<file path="config.mk">
export PLATFORM = sky130hd
export DESIGN_NAME = channel_level_idealizer
export DESIGN_NICKNAME = d
export VERILOG_FILES = /design/src/cli_pkg.sv /design/src/cli_front.sv /design/src/cli_div.sv /design/src/cli_back.sv /design/src/channel_level_idealizer.sv
export VERILOG_INCLUDE_DIRS = /design/src /design/src/src
export SDC_FILE = /design/constraint.sdc
export NUM_CORES = 2
export LEC_CHECK = 0
export BUFFER_PORTS_ARGS = -buffer_cell sky130_fd_sc_hd__buf_2
export CORE_MARGIN = 2
export CORE_UTILIZATION = 60
export DETAILED_ROUTE_END_ITERATION = 8
export GPL_ROUTABILITY_DRIVEN = 1
export PLACE_DENSITY_LB_ADDON = 0.1
export SYNTH_ARGS = -nofsm -noshare
export SYNTH_HDL_FRONTEND = slang
export SYNTH_SLANG_ARGS = --single-unit
</file>
<file path="constraint.sdc">
create_clock -name i_clk -period 12.9 [get_ports i_clk]
set_input_delay 0.645 -clock i_clk [delete_from_list [all_inputs] [get_ports i_clk]]
set_output_delay 0.645 -clock i_clk [all_outputs]
set_load 0.01 [all_outputs]
</file>
<file path="src/assert_macros.svh">
// Assertion macros shared by the RTL.
// Bodies expand to nothing when SYNTHESIS is defined.
`ifndef ASSERT_MACROS_SVH
`define ASSERT_MACROS_SVH
`ifndef SYNTHESIS
// implication checked in the same cycle, off during reset
`define ASSERT_IMPL(lbl, ante, cons) \
    lbl: assert property (@(posedge i_clk) disable iff (!i_rst_n) (ante) |-> (cons)) \
        else $error("assertion failed");
// implication checked in the next cycle, active during reset
`define ASSERT_NEXT(lbl, ante, cons) \
    lbl: assert property (@(posedge i_clk) (ante) |=> (cons)) \
        else $error("assertion failed");
`else
`define ASSERT_IMPL(lbl, ante, cons)
`define ASSERT_NEXT(lbl, ante, cons)
`endif
`endif

</file>
<file path="src/cli_pkg.sv">
// Shared types and constants for the channel level idealizer.
// No dependencies.
`default_nettype none
package cli_pkg;
    localparam int MAX_FRAME_LEN = 8192;
    localparam int MAX_LEVEL     = 255;
    localparam int FIFO_DEPTH    = 4;
    localparam int DIV_STEPS     = 36;

    localparam logic [2:0] CFG_INIT_CC   = 3'd0;
    localparam logic [2:0] CFG_RUPTURE   = 3'd1;
    localparam logic [2:0] CFG_MIN_COUNT = 3'd2;
    localparam logic [2:0] CFG_AUTO_BASE = 3'd3;
    localparam logic [2:0] CFG_AUTO_COND = 3'd4;

    localparam logic signed [13:0] INIT_CC_RST = 14'sd2848;

    typedef struct packed {
        logic signed [19:0] y;
        logic               last;
        logic               rup;       // |y| beyond rupture level
        logic               in_range;  // |y| strictly inside rupture level
    } t_item;

    typedef struct packed {
        logic signed [8:0]  open_level;
        logic               level_valid;
        logic               frame_done;
        logic signed [8:0]  frame_max_level;
        logic               ruptured;
        logic               recovering;
        logic [13:0]        closed_count;
        logic signed [19:0] channel_current_now;
        logic signed [19:0] baseline_now;
    } t_result;
endpackage
`default_nettype wire

</file>
<file path="src/cli_front.sv">
// Front end: accepts samples, classifies them against the rupture level
// and queues them for the back end. Uses cli_pkg.
`default_nettype none
module cli_front (
    input  wire logic          i_clk,
    input  wire logic          i_rst_n,
    input  wire logic          i_valid,
    output logic               o_ready,
    input  wire logic [19:0]   i_sample,
    input  wire logic          i_last,
    input  wire logic [18:0]   i_rupture,
    output cli_pkg::t_item     o_item,
    output logic               o_item_valid,
    input  wire logic          i_pop
);
    import cli_pkg::*;

    t_item      r_mem [FIFO_DEPTH];
    logic [1:0] r_wr, n_wr, r_rd, n_rd;
    logic [2:0] r_cnt, n_cnt;
    t_item      w_item;
    logic signed [20:0] w_y, w_rl;
    logic       w_push;

    assign w_y  = 21'(signed'(i_sample));
    assign w_rl = signed'({2'b00, i_rupture});

    always_comb begin
        w_item.y        = signed'(i_sample);
        w_item.last     = i_last;
        w_item.rup      = (w_y > w_rl) || (w_y < -w_rl);
        w_item.in_range = (w_y > -w_rl) && (w_y < w_rl);
    end

    assign o_ready      = (r_cnt != 3'(FIFO_DEPTH));
    assign w_push       = i_valid && o_ready;
    assign o_item_valid = (r_cnt != 3'd0);
    assign o_item       = r_mem[r_rd];

    always_comb begin
        n_wr  = w_push ? r_wr + 2'd1 : r_wr;
        n_rd  = i_pop ? r_rd + 2'd1 : r_rd;
        n_cnt = r_cnt + 3'(w_push) - 3'(i_pop);
    end

    always_ff @(posedge i_clk) begin
        if (!i_rst_n) begin
            r_wr  <= '0;
            r_rd  <= '0;
            r_cnt <= '0;
        end else begin
            r_wr  <= n_wr;
            r_rd  <= n_rd;
            r_cnt <= n_cnt;
        end
    end

    always_ff @(posedge i_clk) begin
        if (w_push) begin
            r_mem[r_wr] <= w_item;
        end
    end
endmodule
`default_nettype wire

</file>
<file path="src/cli_div.sv">
// Restoring divider, one quotient bit per cycle, floor semantics for a
// signed dividend and a positive divisor. Uses cli_pkg.
`default_nettype none
module cli_div (
    input  wire logic               i_clk,
    input  wire logic               i_rst_n,
    input  wire logic               i_start,
    input  wire logic signed [35:0] i_dividend,
    input  wire logic [14:0]        i_divisor,
    output logic                    o_done,
    output logic signed [20:0]      o_quot
);
    import cli_pkg::*;

    logic        r_busy, n_busy, r_done, n_done, r_neg, n_neg;
    logic [5:0]  r_cnt, n_cnt;
    logic [15:0] r_rem, n_rem, w_sh;
    logic [35:0] r_quo, n_quo;
    logic [14:0] r_div, n_div;
    logic        w_ge;
    logic [20:0] w_q;

    assign w_sh = {r_rem[14:0], r_quo[35]};
    assign w_ge = (w_sh >= {1'b0, r_div});
    assign w_q  = r_quo[20:0];
    // floor of a negative quotient: -q, or -q-1 with a remainder
    assign o_quot = r_neg ? signed'((r_rem == 16'd0) ? ~w_q + 21'd1 : ~w_q)
                          : signed'(w_q);
    assign o_done = r_done;

    always_comb begin
        n_busy = r_busy;
        n_done = 1'b0;
        n_neg  = r_neg;
        n_cnt  = r_cnt;
        n_rem  = r_rem;
        n_quo  = r_quo;
        n_div  = r_div;
        if (i_start) begin
            n_busy = 1'b1;
            n_neg  = i_dividend[35];
            n_quo  = i_dividend[35] ? unsigned'(-i_dividend) : unsigned'(i_dividend);
            n_rem  = '0;
            n_div  = i_divisor;
            n_cnt  = 6'(DIV_STEPS);
        end else if (r_busy) begin
            n_rem = w_ge ? w_sh - {1'b0, r_div} : w_sh;
            n_quo = {r_quo[34:0], w_ge};
            n_cnt = r_cnt - 6'd1;
            if (r_cnt == 6'd1) begin
                n_busy = 1'b0;
                n_done = 1'b1;
            end
        end
    end

    always_ff @(posedge i_clk) begin
        if (!i_rst_n) begin
            r_busy <= 1'b0;
            r_done <= 1'b0;
            r_cnt  <= '0;
        end else begin
            r_busy <= n_busy;
            r_done <= n_done;
            r_cnt  <= n_cnt;
        end
    end

    always_ff @(posedge i_clk) begin
        r_neg <= n_neg;
        r_rem <= n_rem;
        r_quo <= n_quo;
        r_div <= n_div;
    end
endmodule
`default_nettype wire

</file>
<file path="src/cli_back.sv">
// Back end: level tracking, frame end bookkeeping and baseline / channel
// current refinement, with the output register. Uses cli_pkg, cli_div.
`default_nettype none
module cli_back (
    input  wire logic               i_clk,
    input  wire logic               i_rst_n,
    input  cli_pkg::t_item          i_item,
    input  wire logic               i_item_valid,
    output logic                    o_pop,
    input  wire logic [13:0]        i_min_count,
    input  wire logic               i_auto_base,
    input  wire logic               i_auto_cond,
    input  wire logic               i_cc_load,
    input  wire logic signed [19:0] i_cc_value,
    output cli_pkg::t_result        o_res,
    output logic                    o_res_valid,
    input  wire logic               i_res_ready
);
    import cli_pkg::*;

    localparam logic [3:0] S_IDLE = 4'd0,  S_MUL = 4'd1,  S_LVL = 4'd2,
                           S_END  = 4'd3,  S_Z0  = 4'd4,  S_Z1  = 4'd5,
                           S_ZDIV = 4'd6,  S_O0  = 4'd7,  S_O1  = 4'd8,
                           S_O2   = 4'd9,  S_O3  = 4'd10, S_ODIV = 4'd11,
                           S_EMIT = 4'd12;

    function automatic logic signed [19:0] sat20(input logic signed [22:0] v);
        if (v > 23'sd524287) return 20'sd524287;
        else if (v < -23'sd524288) return -20'sd524288;
        else return v[19:0];
    endfunction

    logic [3:0]         r_state, n_state;
    logic signed [19:0] r_y, n_y;
    logic               r_last, n_last, r_irup, n_irup, r_iin, n_iin;
    logic signed [8:0]  r_open, n_open, r_fmax, n_fmax, r_shown, n_shown;
    logic               r_valid, n_valid;
    logic signed [19:0] r_base, n_base, r_cc, n_cc;
    logic               r_rupf, n_rupf, r_recf, n_recf, r_pend, n_pend;
    logic [13:0]        r_zt, n_zt, r_ot, n_ot;
    logic signed [33:0] r_za, n_za, r_oa, n_oa;
    logic signed [34:0] r_prod, n_prod, r_prod2, n_prod2;
    logic signed [39:0] r_d, n_d, r_c3, n_c3, r_c5, n_c5;
    t_result            r_out, n_out;
    logic               r_ovalid, n_ovalid;

    logic signed [19:0] mul_a;
    logic signed [14:0] mul_b;
    logic signed [34:0] mul_p;
    logic [13:0]        w_need;
    logic signed [35:0] w_cc, w_up, w_dn, w_y4, w_p, w_s2;
    logic               w_go_up, w_go_dn, w_in0;
    logic signed [8:0]  w_lvl;
    logic               div_start, div_done;
    logic signed [35:0] div_num;
    logic [14:0]        div_den;
    logic signed [20:0] div_q;
    logic               w_emit;

    assign mul_p  = mul_a * mul_b;
    assign w_need = (i_min_count == 14'd0) ? 14'd1 : i_min_count;

    // staircase thresholds, everything scaled by four
    assign w_cc = 36'(r_cc);
    assign w_up = 36'(r_prod) + (w_cc <<< 1) + w_cc + (36'(r_base) <<< 2);
    assign w_dn = 36'(r_prod) - (w_cc <<< 1) - w_cc + (36'(r_base) <<< 2);
    assign w_y4 = 36'(r_y) <<< 2;
    assign w_go_up = (r_cc >= 0) ? (w_y4 > w_up) : (w_y4 < w_up);
    assign w_go_dn = (r_cc >= 0) ? (w_y4 < w_dn) : (w_y4 > w_dn);

    always_comb begin
        if (w_go_up) begin
            w_lvl = (r_open < 9'(MAX_LEVEL)) ? r_open + 9'sd1 : r_open;
        end else if (w_go_dn) begin
            w_lvl = (r_open <= 9'sd0) ? 9'sd0 : r_open - 9'sd1;
        end else begin
            w_lvl = r_open;
        end
    end

    // closed-level mean must lie within half a channel current of zero
    assign w_p  = 36'(r_prod);
    assign w_s2 = 36'(r_za) <<< 1;
    assign w_in0 = (r_cc > 0) ? ((-w_p < w_s2) && (w_s2 < w_p))
                              : ((w_p < w_s2) && (w_s2 < -w_p));

    assign w_emit = (r_state == S_EMIT) && (!r_ovalid || i_res_ready);

    cli_div u_div (
        .i_clk      (i_clk),
        .i_rst_n    (i_rst_n),
        .i_start    (div_start),
        .i_dividend (div_num),
        .i_divisor  (div_den),
        .o_done     (div_done),
        .o_quot     (div_q)
    );

    always_comb begin
        logic signed [22:0] cc_sum;
        n_state = r_state;   n_y = r_y;         n_last = r_last;
        n_irup = r_irup;     n_iin = r_iin;     n_open = r_open;
        n_fmax = r_fmax;     n_shown = r_shown; n_valid = r_valid;
        n_base = r_base;     n_cc = r_cc;       n_rupf = r_rupf;
        n_recf = r_recf;     n_pend = r_pend;   n_zt = r_zt;
        n_ot = r_ot;         n_za = r_za;       n_oa = r_oa;
        n_prod = r_prod;     n_prod2 = r_prod2; n_d = r_d;
        n_c3 = r_c3;         n_c5 = r_c5;       n_out = r_out;
        n_ovalid = (r_ovalid && i_res_ready) ? 1'b0 : r_ovalid;
        o_pop = 1'b0;
        mul_a = r_cc;
        mul_b = 15'(signed'({r_open, 2'b00}));
        div_start = 1'b0;
        div_num = (36'(r_za) <<< 1) + 36'(signed'({1'b0, r_zt}));
        div_den = {r_zt, 1'b0};
        cc_sum = '0;
        unique case (r_state)
            S_IDLE: begin
                if (i_item_valid) begin
                    o_pop  = 1'b1;
                    n_y    = i_item.y;
                    n_last = i_item.last;
                    n_irup = i_item.rup;
                    n_iin  = i_item.in_range;
                    if (r_pend) begin
                        n_open = -9'sd1;
                        n_rupf = 1'b0;
                        n_recf = 1'b0;
                        n_pend = 1'b0;
                    end
                    n_state = S_MUL;
                end
            end
            S_MUL: begin
                n_prod  = mul_p;
                n_state = S_LVL;
            end
            S_LVL: begin
                n_shown = -9'sd1;
                n_valid = 1'b0;
                if (!r_rupf) begin
                    if (r_irup) begin
                        n_rupf = 1'b1;
                    end else begin
                        n_open  = w_lvl;
                        n_shown = w_lvl;
                        n_valid = 1'b1;
                        if (w_lvl > r_fmax) n_fmax = w_lvl;
                        if (w_lvl == 9'sd0 && r_zt < 14'(MAX_FRAME_LEN)) begin
                            n_zt = r_zt + 14'd1;
                            n_za = r_za + 34'(r_y);
                        end
                        if (w_lvl == 9'sd1 && r_ot < 14'(MAX_FRAME_LEN)) begin
                            n_ot = r_ot + 14'd1;
                            n_oa = r_oa + 34'(r_y);
                        end
                    end
                end
                n_state = r_last ? S_END : S_EMIT;
            end
            S_END: begin
                n_state = S_Z0;
                if (r_rupf) begin
                    n_recf  = r_iin;
                    n_state = S_EMIT;
                end else if (r_fmax >= 9'sd2 && r_open == 9'sd0) begin
                    // collapse from two or more open channels
                    n_rupf  = 1'b1;
                    n_recf  = 1'b1;
                    n_state = S_EMIT;
                end
            end
            S_Z0: begin
                mul_b = 15'({1'b0, r_zt});
                n_prod  = mul_p;
                n_state = (r_zt >= w_need) ? S_Z1 : S_O0;
            end
            S_Z1: begin
                if (w_in0) begin
                    div_start = 1'b1;
                    n_state   = S_ZDIV;
                end else begin
                    n_state = S_O0;
                end
            end
            S_ZDIV: begin
                if (div_done) begin
                    if (i_auto_cond) begin
                        cc_sum = 23'(r_cc) - 23'(div_q) + 23'(r_base);
                        n_cc = sat20(cc_sum);
                    end
                    if (i_auto_base) n_base = div_q[19:0];
                    n_state = S_O0;
                end
            end
            S_O0: begin
                mul_b   = 15'({1'b0, r_ot});
                n_prod  = mul_p;
                n_state = (i_auto_cond && r_ot >= w_need) ? S_O1 : S_EMIT;
            end
            S_O1: begin
                mul_a   = r_base;
                mul_b   = 15'({1'b0, r_ot});
                n_prod2 = mul_p;
                n_state = S_O2;
            end
            S_O2: begin
                n_d  = (40'(r_oa) <<< 2) - (40'(r_prod2) <<< 2);
                n_c3 = (40'(r_prod) <<< 1) + 40'(r_prod);
                n_c5 = (40'(r_prod) <<< 2) + 40'(r_prod);
                n_state = S_O3;
            end
            S_O3: begin
                // open-level mean within 0.75..1.25 channel currents
                div_num = (36'(r_oa) <<< 1) + 36'(signed'({1'b0, r_ot}));
                div_den = {r_ot, 1'b0};
                if ((r_cc > 0) ? ((r_c3 < r_d) && (r_d < r_c5))
                               : ((r_c5 < r_d) && (r_d < r_c3))) begin
                    div_start = 1'b1;
                    n_state   = S_ODIV;
                end else begin
                    n_state = S_EMIT;
                end
            end
            S_ODIV: begin
                div_num = (36'(r_oa) <<< 1) + 36'(signed'({1'b0, r_ot}));
                div_den = {r_ot, 1'b0};
                if (div_done) begin
                    cc_sum  = 23'(div_q) - 23'(r_base);
                    n_cc    = sat20(cc_sum);
                    n_state = S_EMIT;
                end
            end
            S_EMIT: begin
                if (w_emit) begin
                    n_ovalid                = 1'b1;
                    n_out.open_level        = r_shown;
                    n_out.level_valid       = r_valid;
                    n_out.frame_done        = r_last;
                    n_out.frame_max_level   = '0;
                    n_out.ruptured          = 1'b0;
                    n_out.recovering        = 1'b0;
                    n_out.closed_count      = '0;
                    n_out.channel_current_now = r_cc;
                    n_out.baseline_now      = r_base;
                    if (r_last) begin
                        n_out.frame_max_level = r_fmax;
                        n_out.ruptured        = r_rupf;
                        n_out.recovering      = r_recf;
                        n_out.closed_count    = r_rupf ? 14'd0 : r_zt;
                        n_pend = r_rupf;
                        n_fmax = -9'sd1;
                        n_zt   = '0;
                        n_za   = '0;
                        n_ot   = '0;
                        n_oa   = '0;
                    end
                    n_state = S_IDLE;
                end
            end
            default: n_state = S_IDLE;
        endcase
        if (i_cc_load) n_cc = i_cc_value;
    end

    always_ff @(posedge i_clk) begin
        if (!i_rst_n) begin
            r_state  <= S_IDLE;
            r_open   <= -9'sd1;
            r_fmax   <= -9'sd1;
            r_base   <= '0;
            r_cc     <= 20'(INIT_CC_RST);
            r_rupf   <= 1'b0;
            r_recf   <= 1'b0;
            r_pend   <= 1'b0;
            r_zt     <= '0;
            r_za     <= '0;
            r_ot     <= '0;
            r_oa     <= '0;
            r_ovalid <= 1'b0;
        end else begin
            r_state  <= n_state;
            r_open   <= n_open;
            r_fmax   <= n_fmax;
            r_base   <= n_base;
            r_cc     <= n_cc;
            r_rupf   <= n_rupf;
            r_recf   <= n_recf;
            r_pend   <= n_pend;
            r_zt     <= n_zt;
            r_za     <= n_za;
            r_ot     <= n_ot;
            r_oa     <= n_oa;
            r_ovalid <= n_ovalid;
        end
    end

    always_ff @(posedge i_clk) begin
        r_y     <= n_y;
        r_last  <= n_last;
        r_irup  <= n_irup;
        r_iin   <= n_iin;
        r_shown <= n_shown;
        r_valid <= n_valid;
        r_prod  <= n_prod;
        r_prod2 <= n_prod2;
        r_d     <= n_d;
        r_c3    <= n_c3;
        r_c5    <= n_c5;
        r_out   <= n_out;
    end

    assign o_res       = r_out;
    assign o_res_valid = r_ovalid;
endmodule
`default_nettype wire

</file>
<file path="src/channel_level_idealizer.sv">
// Top level of the channel level idealizer: configuration registers,
// front end queue and back end. Uses cli_pkg, cli_front, cli_back.
// Inside a frame each sample passes the states pop, multiply, level and emit;
// the next sample is popped after emit, which stalls while a result waits.
// Frame end adds up to two mean divisions, with their setup states, before emit.
// Reset (synchronous, active low) restores register defaults and level -1.
`default_nettype none
`include "assert_macros.svh"
module channel_level_idealizer (
    input  wire logic        i_clk,
    input  wire logic        i_rst_n,
    input  wire logic        i_s_tvalid,
    output logic             o_s_tready,
    input  wire logic [23:0] i_s_tdata,   // [19:0] sample_current
    input  wire logic        i_s_tlast,   // frame_last
    output logic             o_m_tvalid,
    input  wire logic        i_m_tready,
    // [8:0] open_level, [9] level_valid, [18:10] frame_max_level,
    // [19] ruptured, [20] recovering, [34:21] closed_count,
    // [54:35] channel_current_now, [74:55] baseline_now
    output logic [79:0]      o_m_tdata,
    output logic             o_m_tlast,   // frame_done
    input  wire logic        i_cfg_we,
    input  wire logic [2:0]  i_cfg_idx,
    input  wire logic [18:0] i_cfg_data
);
    import cli_pkg::*;

    logic [13:0] r_init_cc;
    logic [18:0] r_rupture;
    logic [13:0] r_min_count;
    logic        r_auto_base, r_auto_cond;
    logic        r_cc_load;
    t_item       w_item;
    logic        w_item_valid, w_pop;
    t_result     w_res;

    always_ff @(posedge i_clk) begin
        if (!i_rst_n) begin
            r_init_cc   <= INIT_CC_RST;
            r_rupture   <= 19'd32000;
            r_min_count <= 14'd500;
            r_auto_base <= 1'b1;
            r_auto_cond <= 1'b0;
        end else if (i_cfg_we) begin
            unique case (i_cfg_idx)
                CFG_INIT_CC:   r_init_cc   <= i_cfg_data[13:0];
                CFG_RUPTURE:   r_rupture   <= i_cfg_data;
                CFG_MIN_COUNT: r_min_count <= i_cfg_data[13:0];
                CFG_AUTO_BASE: r_auto_base <= i_cfg_data[0];
                CFG_AUTO_COND: r_auto_cond <= i_cfg_data[0];
                default: ;
            endcase
        end
    end

    // channel current reload is registered and follows the register write in the next cycle
    always_ff @(posedge i_clk) begin
        if (!i_rst_n) begin
            r_cc_load <= 1'b0;
        end else begin
            r_cc_load <= i_cfg_we && (i_cfg_idx == CFG_INIT_CC);
        end
    end

    cli_front u_front (
        .i_clk        (i_clk),
        .i_rst_n      (i_rst_n),
        .i_valid      (i_s_tvalid),
        .o_ready      (o_s_tready),
        .i_sample     (i_s_tdata[19:0]),
        .i_last       (i_s_tlast),
        .i_rupture    (r_rupture),
        .o_item       (w_item),
        .o_item_valid (w_item_valid),
        .i_pop        (w_pop)
    );

    cli_back u_back (
        .i_clk        (i_clk),
        .i_rst_n      (i_rst_n),
        .i_item       (w_item),
        .i_item_valid (w_item_valid),
        .o_pop        (w_pop),
        .i_min_count  (r_min_count),
        .i_auto_base  (r_auto_base),
        .i_auto_cond  (r_auto_cond),
        .i_cc_load    (r_cc_load),
        .i_cc_value   (20'(signed'(r_init_cc))),
        .o_res        (w_res),
        .o_res_valid  (o_m_tvalid),
        .i_res_ready  (i_m_tready)
    );

    assign o_m_tlast = w_res.frame_done;
    assign o_m_tdata = {5'b0, w_res.baseline_now, w_res.channel_current_now,
                        w_res.closed_count, w_res.recovering, w_res.ruptured,
                        w_res.frame_max_level, w_res.level_valid, w_res.open_level};

    // a sample without a level always shows -1
    `ASSERT_IMPL(a_invalid_unknown, o_m_tvalid && !o_m_tdata[9], o_m_tdata[8:0] == 9'h1FF)
    // ruptured frames report no closed time
    `ASSERT_IMPL(a_rup_closed, o_m_tvalid && o_m_tdata[19], o_m_tdata[34:21] == 14'd0)
    // recovery is only flagged together with a rupture
    `ASSERT_IMPL(a_rec_rup, o_m_tvalid && o_m_tdata[20], o_m_tdata[19])
    `ASSERT_NEXT(a_rst_idle, !i_rst_n, !o_m_tvalid)
endmodule
`default_nettype wire
</file>
# After elaboration in Yosys (flattened, before gate mapping)

Memory sizes are Yosys's and may differ from the RTL's. A register that Yosys moved wholly into a read port is not among the register bits.
Index checks and enable logic that the tools add are counted.

$mul: 1
Order comparisons: 31
Reductions and logical operators: 54
$add $sub $neg: 30
Muxes and demuxes: 102
Eq/ne operators: 34
Bitwise logic cells: 4

Operators with widths:

| operator                                                                | count |
|---|---|
| 34-bit 2-to-1 mux                                                       | 8 |
| 20-bit 2-to-1 mux                                                       | 9 |
| 40-bit < comparator                                                     | 4 |
| 36-bit 2-to-1 mux                                                       | 4 |
| 34-bit case mux with 2 select lines                                     | 2 |
| 14-bit 2-to-1 mux                                                       | 9 |
| 9-bit 2-to-1 mux                                                        | 13 |
| 35-bit by 15-bit adder with 36-bit output                               | 2 |
| 36-bit by 22-bit adder with 36-bit output                               | 2 |
| 22-bit by 36-bit > comparator with 1-bit output                         | 2 |
| 22-bit by 36-bit < comparator with 1-bit output                         | 2 |
| 35-bit < comparator                                                     | 2 |
| 34-bit by 20-bit adder with 34-bit output                               | 2 |
| 14-bit case mux with 2 select lines                                     | 2 |
| 4-bit case mux with 13 select lines                                     | 1 |
| 23-bit by 20-bit > comparator with 1-bit output (second input constant) | 2 |
| 23-bit by 20-bit < comparator with 1-bit output (second input constant) | 2 |
| 21-bit 2-to-1 mux                                                       | 2 |
| 20-bit case mux with 2 select lines                                     | 1 |
| 37-bit by 35-bit adder with 38-bit output                               | 1 |
| 36-bit by 37-bit subtractor with 38-bit output                          | 1 |
| 36-bit by 35-bit adder with 37-bit output                               | 1 |
| 35-bit by 21-bit adder with 36-bit output                               | 1 |
| 36-bit by 20-bit adder with 36-bit output                               | 1 |
| other kinds (76)                                                        | 180 |

Memories kept: 1
Register bits after elaboration: 571
RAM bits: 92
Output and inout port bits: 83
Input port bits: 52
Logic and storage cells: 303

Memory list:

| memory        | words | width | rd ports | clocked after memory_dff | wr ports | RTL line        | RTL |
|---|---|---|---|---|---|---|---|
| u_front.r_mem | 4     | 23    | 1        | 1                        | 1        | cli_front.sv:18 | `t_item r_mem [FIFO_DEPTH];` |

# Longest topological paths before layout

Depth after elaboration: 13
Depth in mapped cells: 45
Mapped depth without buffers: 43

# Hierarchy

Synthesis repeated with hierarchy kept, for this count alone.

Cell total of the unflattened synthesis: 7,005
Area total of the unflattened synthesis: 65,057.4 um^2

Modules (own cells, without submodules):

| module                  | instances | area each (um^2) | seq. area each (um^2) | cells an instance |
|---|---|---|---|---|
| cli_back                | 1         | 52,903.2         | 11,891.4              | 5,913 |
| cli_front               | 1         | 5,064.9          | 2,942.8               | 334 |
| cli_div                 | 1         | 5,034.8          | 2,042.0               | 553 |
| channel_level_idealizer | 1         | 2,054.5          | 1,001.0               | 205 |

# Worst setup path after synthesis

Ideal clock, no wire load.

Kind: register to register
Start point: reg u_back.r_cc[19]
End point: reg u_back.r_fmax[7]
Path slack: 3.330 ns
Stages on the path, launching flop included: 41
Setup time: 0.074 ns
Data arrival time: 9.495 ns
Clock period less this slack: 9.570 ns
Path buffers: 2
Data required time: 12.826 ns
Path through: dfxtp_1 > inv_1 > fa_1 > fa_1 > inv_1 > ha_1 > a211oi_1 > nand2_1 > o211ai_1 > o22ai_1 > o41ai_1 > o21ai_0 > o41ai_1 > o2111ai_1 > a21oi_1 > xnor2_1 > ha_1 > nand4_1 > [... 5 more ...] > buf_2 > a21oi_1 > a311oi_2 > inv_2 > ha_1 > nor2b_1 > o21a_1 > o21a_1 > o21ai_0 > nand2b_1 > a21oi_1 > nor2b_1 > o21ai_0 > a21oi_1 > o21a_1 > clkbuf_1 > nor3b_1 > o21ai_0

Elaborated cells on any way between the ends: 22
Those cells by class: add/sub: 6; order compare: 6; eq/ne: 1; mux: 8; reduce/logical: 1

RTL lines:

| item                                                                                                               | RTL line        | RTL |
|---|---|---|
| start: declaration                                                                                                 | cli_back.sv:38  | `logic signed [19:0] r_base, n_base, r_cc, n_cc;` |
| start signal: assignment                                                                                           | cli_back.sv:272 | `r_cc <= 20'(INIT_CC_RST);` |
| start signal: assignment                                                                                           | cli_back.sv:286 | `r_cc <= n_cc;` |
| 35-bit by 21-bit subtractor with 36-bit output                                                                     | cli_back.sv:66  | `assign w_dn = 36'(r_prod) - (w_cc <<< 1) - w_cc + (36'(r_base) <<< 2);` |
| 36-bit by 20-bit subtractor with 36-bit output                                                                     | cli_back.sv:66  |  |
| 36-bit by 22-bit adder with 36-bit output                                                                          | cli_back.sv:66  |  |
| 22-bit by 36-bit > comparator with 1-bit output or 22-bit by 36-bit < comparator with 1-bit output (tied branches) | cli_back.sv:69  | `assign w_go_dn = (r_cc >= 0) ? (w_y4 < w_dn) : (w_y4 > w_dn);` |
| 1-bit 2-to-1 mux                                                                                                   | cli_back.sv:69  |  |
| 9-bit 2-to-1 mux                                                                                                   | cli_back.sv:74  | `end else if (w_go_dn) begin` |
| 9-bit 2-to-1 mux *                                                                                                 | cli_back.sv:72  | `if (w_go_up) begin` |
| net u_back.w_lvl[1]                                                                                                | cli_back.sv:53  | `logic signed [8:0] w_lvl;` |
| 9-bit > comparator *                                                                                               | cli_back.sv:148 | `if (w_lvl > r_fmax) n_fmax = w_lvl;` |
| 2-bit by 1-bit inequality test with 1-bit output (no line) *                                                       | -               |  |
| 6-bit AND reduction (no line) *                                                                                    | -               |  |
| end signal: assignment                                                                                             | cli_back.sv:270 | `r_fmax <= -9'sd1;` |
| end signal: assignment                                                                                             | cli_back.sv:284 | `r_fmax <= n_fmax;` |
| end: declaration                                                                                                   | cli_back.sv:36  | `logic signed [8:0] r_open, n_open, r_fmax, n_fmax, r_shown, n_shown;` |

The timed path passes the listed nets; every way through them passes the cells marked *. The select of a mux whose other input is x is not followed.
A chain may end at the register's enable or synchronous reset.

# Worst setup path after layout

Start point: reg u_back.r_state[3]
End point: reg u_back.r_prod2[34] (data pin)

Longest elaborated chain between the ends: 4
Elaborated cells on any way between the ends: 7
Those cells by class: mul: 1; eq/ne: 3; mux: 2; reduce/logical: 1

Ends and longest elaborated chain:

| item                                                                      | RTL line        | RTL |
|---|---|---|
| start: declaration                                                        | cli_back.sv:33  | `logic [3:0] r_state, n_state;` |
| start signal: assignment                                                  | cli_back.sv:282 | `r_state <= n_state;` |
| 4-bit by 3-bit == test with 1-bit output or 4-bit == test (tied branches) | cli_back.sv:117 | `unique case (r_state)` |
| 2-bit OR reduction (no line)                                              | -               |  |
| 15-bit case mux with 2 select lines                                       | cli_back.sv:117 |  |
| 20-bit by 15-bit multiplier with 35-bit output *                          | cli_back.sv:60  | `assign mul_p = mul_a * mul_b;` |
| net u_back.mul_p[34]                                                      | cli_back.sv:49  | `logic signed [34:0] mul_p;` |
| end signal: assignment                                                    | cli_back.sv:306 | `r_prod2 <= n_prod2;` |
| end: declaration                                                          | cli_back.sv:42  | `logic signed [34:0] r_prod, n_prod, r_prod2, n_prod2;` |

The timed path passes the listed nets; every way through them passes the cells marked *.

==> qor.yml <==
outcome: "finished, final reports clean"
htreeDepth: 3
grt_antenna_before_repair: 12
min_from: "i_s_tlast"
die_h_um: 331
r2r-end: "u_back.r_prod2[34]"
worst-r2r-setup-slack_ns: 1.44
area_growth_pct: 8.01
worst_path_max_delay_cell: "dfxtp_1"
grt_usage_pct: 38.0
layout_min_cycle_time_ns: 11.46
place.gp.congestion: 1.02
netlist_area_mm2: 0.0643
synth-edff-count: 431
drv_cap: 0
hold_depth: 1
synth-xor-area-share_pct: 6.11
final_antenna_net_count: 0
post_cts.repair.setup_buffers: 0
r2r_start: "u_back.r_state[3]"
viasPerCell: 6.21
rows: 120
yosysSeqAreaShare_pct: 27.7
synth_flop_cell: "edfxtp_1"
syn_inst: 7011
worst_ep_arrival_time_ns: 11.81
cp-end-kind: "flip-flop"
reg2reg_depth: 31
synth_warnings: 0
drc_errors: 0
synth_seq_cells: 674
final_core_util_pct: 65.1
required_ns: 13.25
dr.pass1.iters: 6
vias: 53300
numPortBuffers: 125
hold_path_class: "input pin to flip-flop"
fmax_ghz: 0.0872
totalWireLength_mm: 209
finalHoldViolCount: 0
cts_buffer_depth: 3
drv_slew: 0
synthTopCellsByCount: "849 x inv_1, 775 x ha_1, 681 x nand2_1"
finalNetCount: 8355
worst_pin_slew_ns: 1.30
setup_viol: 0
layoutNonFillerInstCount: 8577
synth_top_area_share_pct: 20.1
die_w_um: 331
clock_sinks: 674
cts_root_buf: "clkbuf_16"
max_stage_delay_ns: 0.87
drt_iter0_drc: 4950
routedWlPerCell_um: 24.3
ios: 135
grt_remaining_overflow: 0
synthSimpleGateAreaFrac_pct: 14.8
start_kind: "flip-flop"
hold-worst-slack_ns: 0.182
dp.cells: 8429
holdPathEnd: "u_front.r_mem[1][2]"
dpl.hpwl_mm: 167
clock_latency_ns: 0.68
die_area_mm2: 0.110
cp_max_fo: 21
async_flop_share_pct: 0
synth_cell_types: 94
cts_tree: "yes"
synth_top_cell_by_area: "edfxtp_1"
period_share_pct: 88.9
relSlewSlack_pct: 12.8
skew_ns: 0.0242
numCtsBuffers: 77
avgSynthCellArea_um2: 9.17
layout-drive-gt1-share_pct: 6.33
setup.worst_path.class: "flip-flop to flip-flop"
ctsResizeCount: 0
clkTransAtPathRegs_ns: 0.06
synth_top_family_by_area: "adder cells"
fill_cells: 8986
grt_pass1_vias: 52300
muxShareOfSynthArea_pct: 1.49
yosysMostFrequentCell: "inv_1"
synth_area_leaders: "edfxtp_1 20%, ha_1 15%, fa_1 13%, dfxtp_1 7.6%, inv_1 5.0%"
grt_start_max_net_pins: 101
coreArea_mm2: 0.107
rsz0062_at_grt: "false"
synth_compound_area_share_pct: 15.4
hold_buffers: 0
initial_core_util_pct: 60.3
finalSetupTns_ns: 0
grt_pass1_wl_mm: 315
crit_top_cell: "fa_1"
yosys.area_share.adder_pct: 28.3
[state kept, by name (all words and copies together), names as in the netlist, 16 cells and up]
signal              cells
r_rupture              19
u_back.o_res           76
u_back.r_base          20
u_back.r_c3            35
u_back.r_c5            38
u_back.r_cc            20
u_back.r_d             36
u_back.r_oa            34
u_back.r_prod          35
u_back.r_prod2         35
u_back.r_y             20
u_back.r_za            34
u_back.u_div.r_quo     36
u_back.u_div.r_rem     16
u_front.r_mem          92
[cell usage in the layout (no fill, tap or decap), types with 60 or more instances in the layout]
cell	n
inv_1	849
ha_1	775
nand2_1	679
nor2_1	526
a21oi_1	496
edfxtp_1	431
fa_1	423
xnor2_1	303
o21ai_0	271
dfxtp_1	242
a21o_1	190
nand3_1	174
xor2_1	145
buf_2	125
nor3_1	102
nand4_1	89
buf_4	86
and3_1	84
clkbuf_16	79
o211ai_1	70
o21a_1	69
nor2b_1	67
nand2b_1	60
[layer usage]
metal / part of all wire, % / up-vias / GRT usage, %
li1: - / 24600 / -
met2: 44 / 2252 / 59.9
met5: 0.012 / - / 0
met4: 7.2 / 4 / 23.1
met3: 9.0 / 526 / 7.65
met1: 40 / 25900 / 48.4
[worst max-delay path: cells and delay by family (launching register included)]
family / cells / cell delay (ns)
adders and majority gates: 7 / 3.59
DFF: 1 / 0.87
xor gates and xnor gates: 1 / 0.78
AOI/OAI and AO/OA: 11 / 2.84
and+or+nand+nor: 5 / 1.69
buffers and inverters: 7 / 1.33
[cell type report]
class,count,area [µm²],area share (%)
antenna,4,10.0,0.0144
timing repair buffer,212,1290,1.86
inverter,852,3200,4.61
sequential,674,17800,25.7
clock inverter,47,676,0.973
multi-input combinational,5288,42600,61.3
tap,1403,1760,2.53
clock buffer,97,2080,3.00
[kinds of logic (layout without fill, tap and decap cells)]
| kind of cell | Yosys count | in the layout |
|---|---|---|
| AND/OR/NAND/NOR | 2029 | 2029 |
| XOR/XNOR | 448 | 448 |
| flip-flops | 674 | 674 |
| AO/OA/AOI/OAI | 1543 | 1543 |
| buffers and inverters | 1053 | 1208 |
| adder cells (fa/ha/maj) | 1198 | 1198 |
| other | 1 | 9 |
| multiplexers | 65 | 65 |
[how the worst max path moves through the flow]
stage                 startpoint                 end  slack (ns)  cells after the start
3_3_place_gp    u_back.r_prod[3]      u_back.r_za[1]        1.88                     35
5_1_grt           u_back.r_cc[2]    u_back.r_fmax[1]        0.85                     43
3_5_place_dp   u_back.r_state[3]   u_back.r_prod[34]        1.76                     31
2_1_floorplan    u_back.r_cc[19]    u_back.r_fmax[7]        3.33                     40
4_1_cts        u_back.r_state[3]  u_back.r_prod2[34]        1.69                     31
6_report       u_back.r_state[3]  u_back.r_prod2[34]        1.44                     31
[metrics by stage]
step                      area [µm²]  setup WS, ns
after detailed placement       66600          1.76
after CTS                      69400          1.69
after floorplan                64300          3.33
final                          69400          1.44
after global routing           69400         0.853
after global placement         66600          1.88
Power is not shown: default switching activity piles up to over one toggle a cycle in this logic, so the estimate is an artifact.
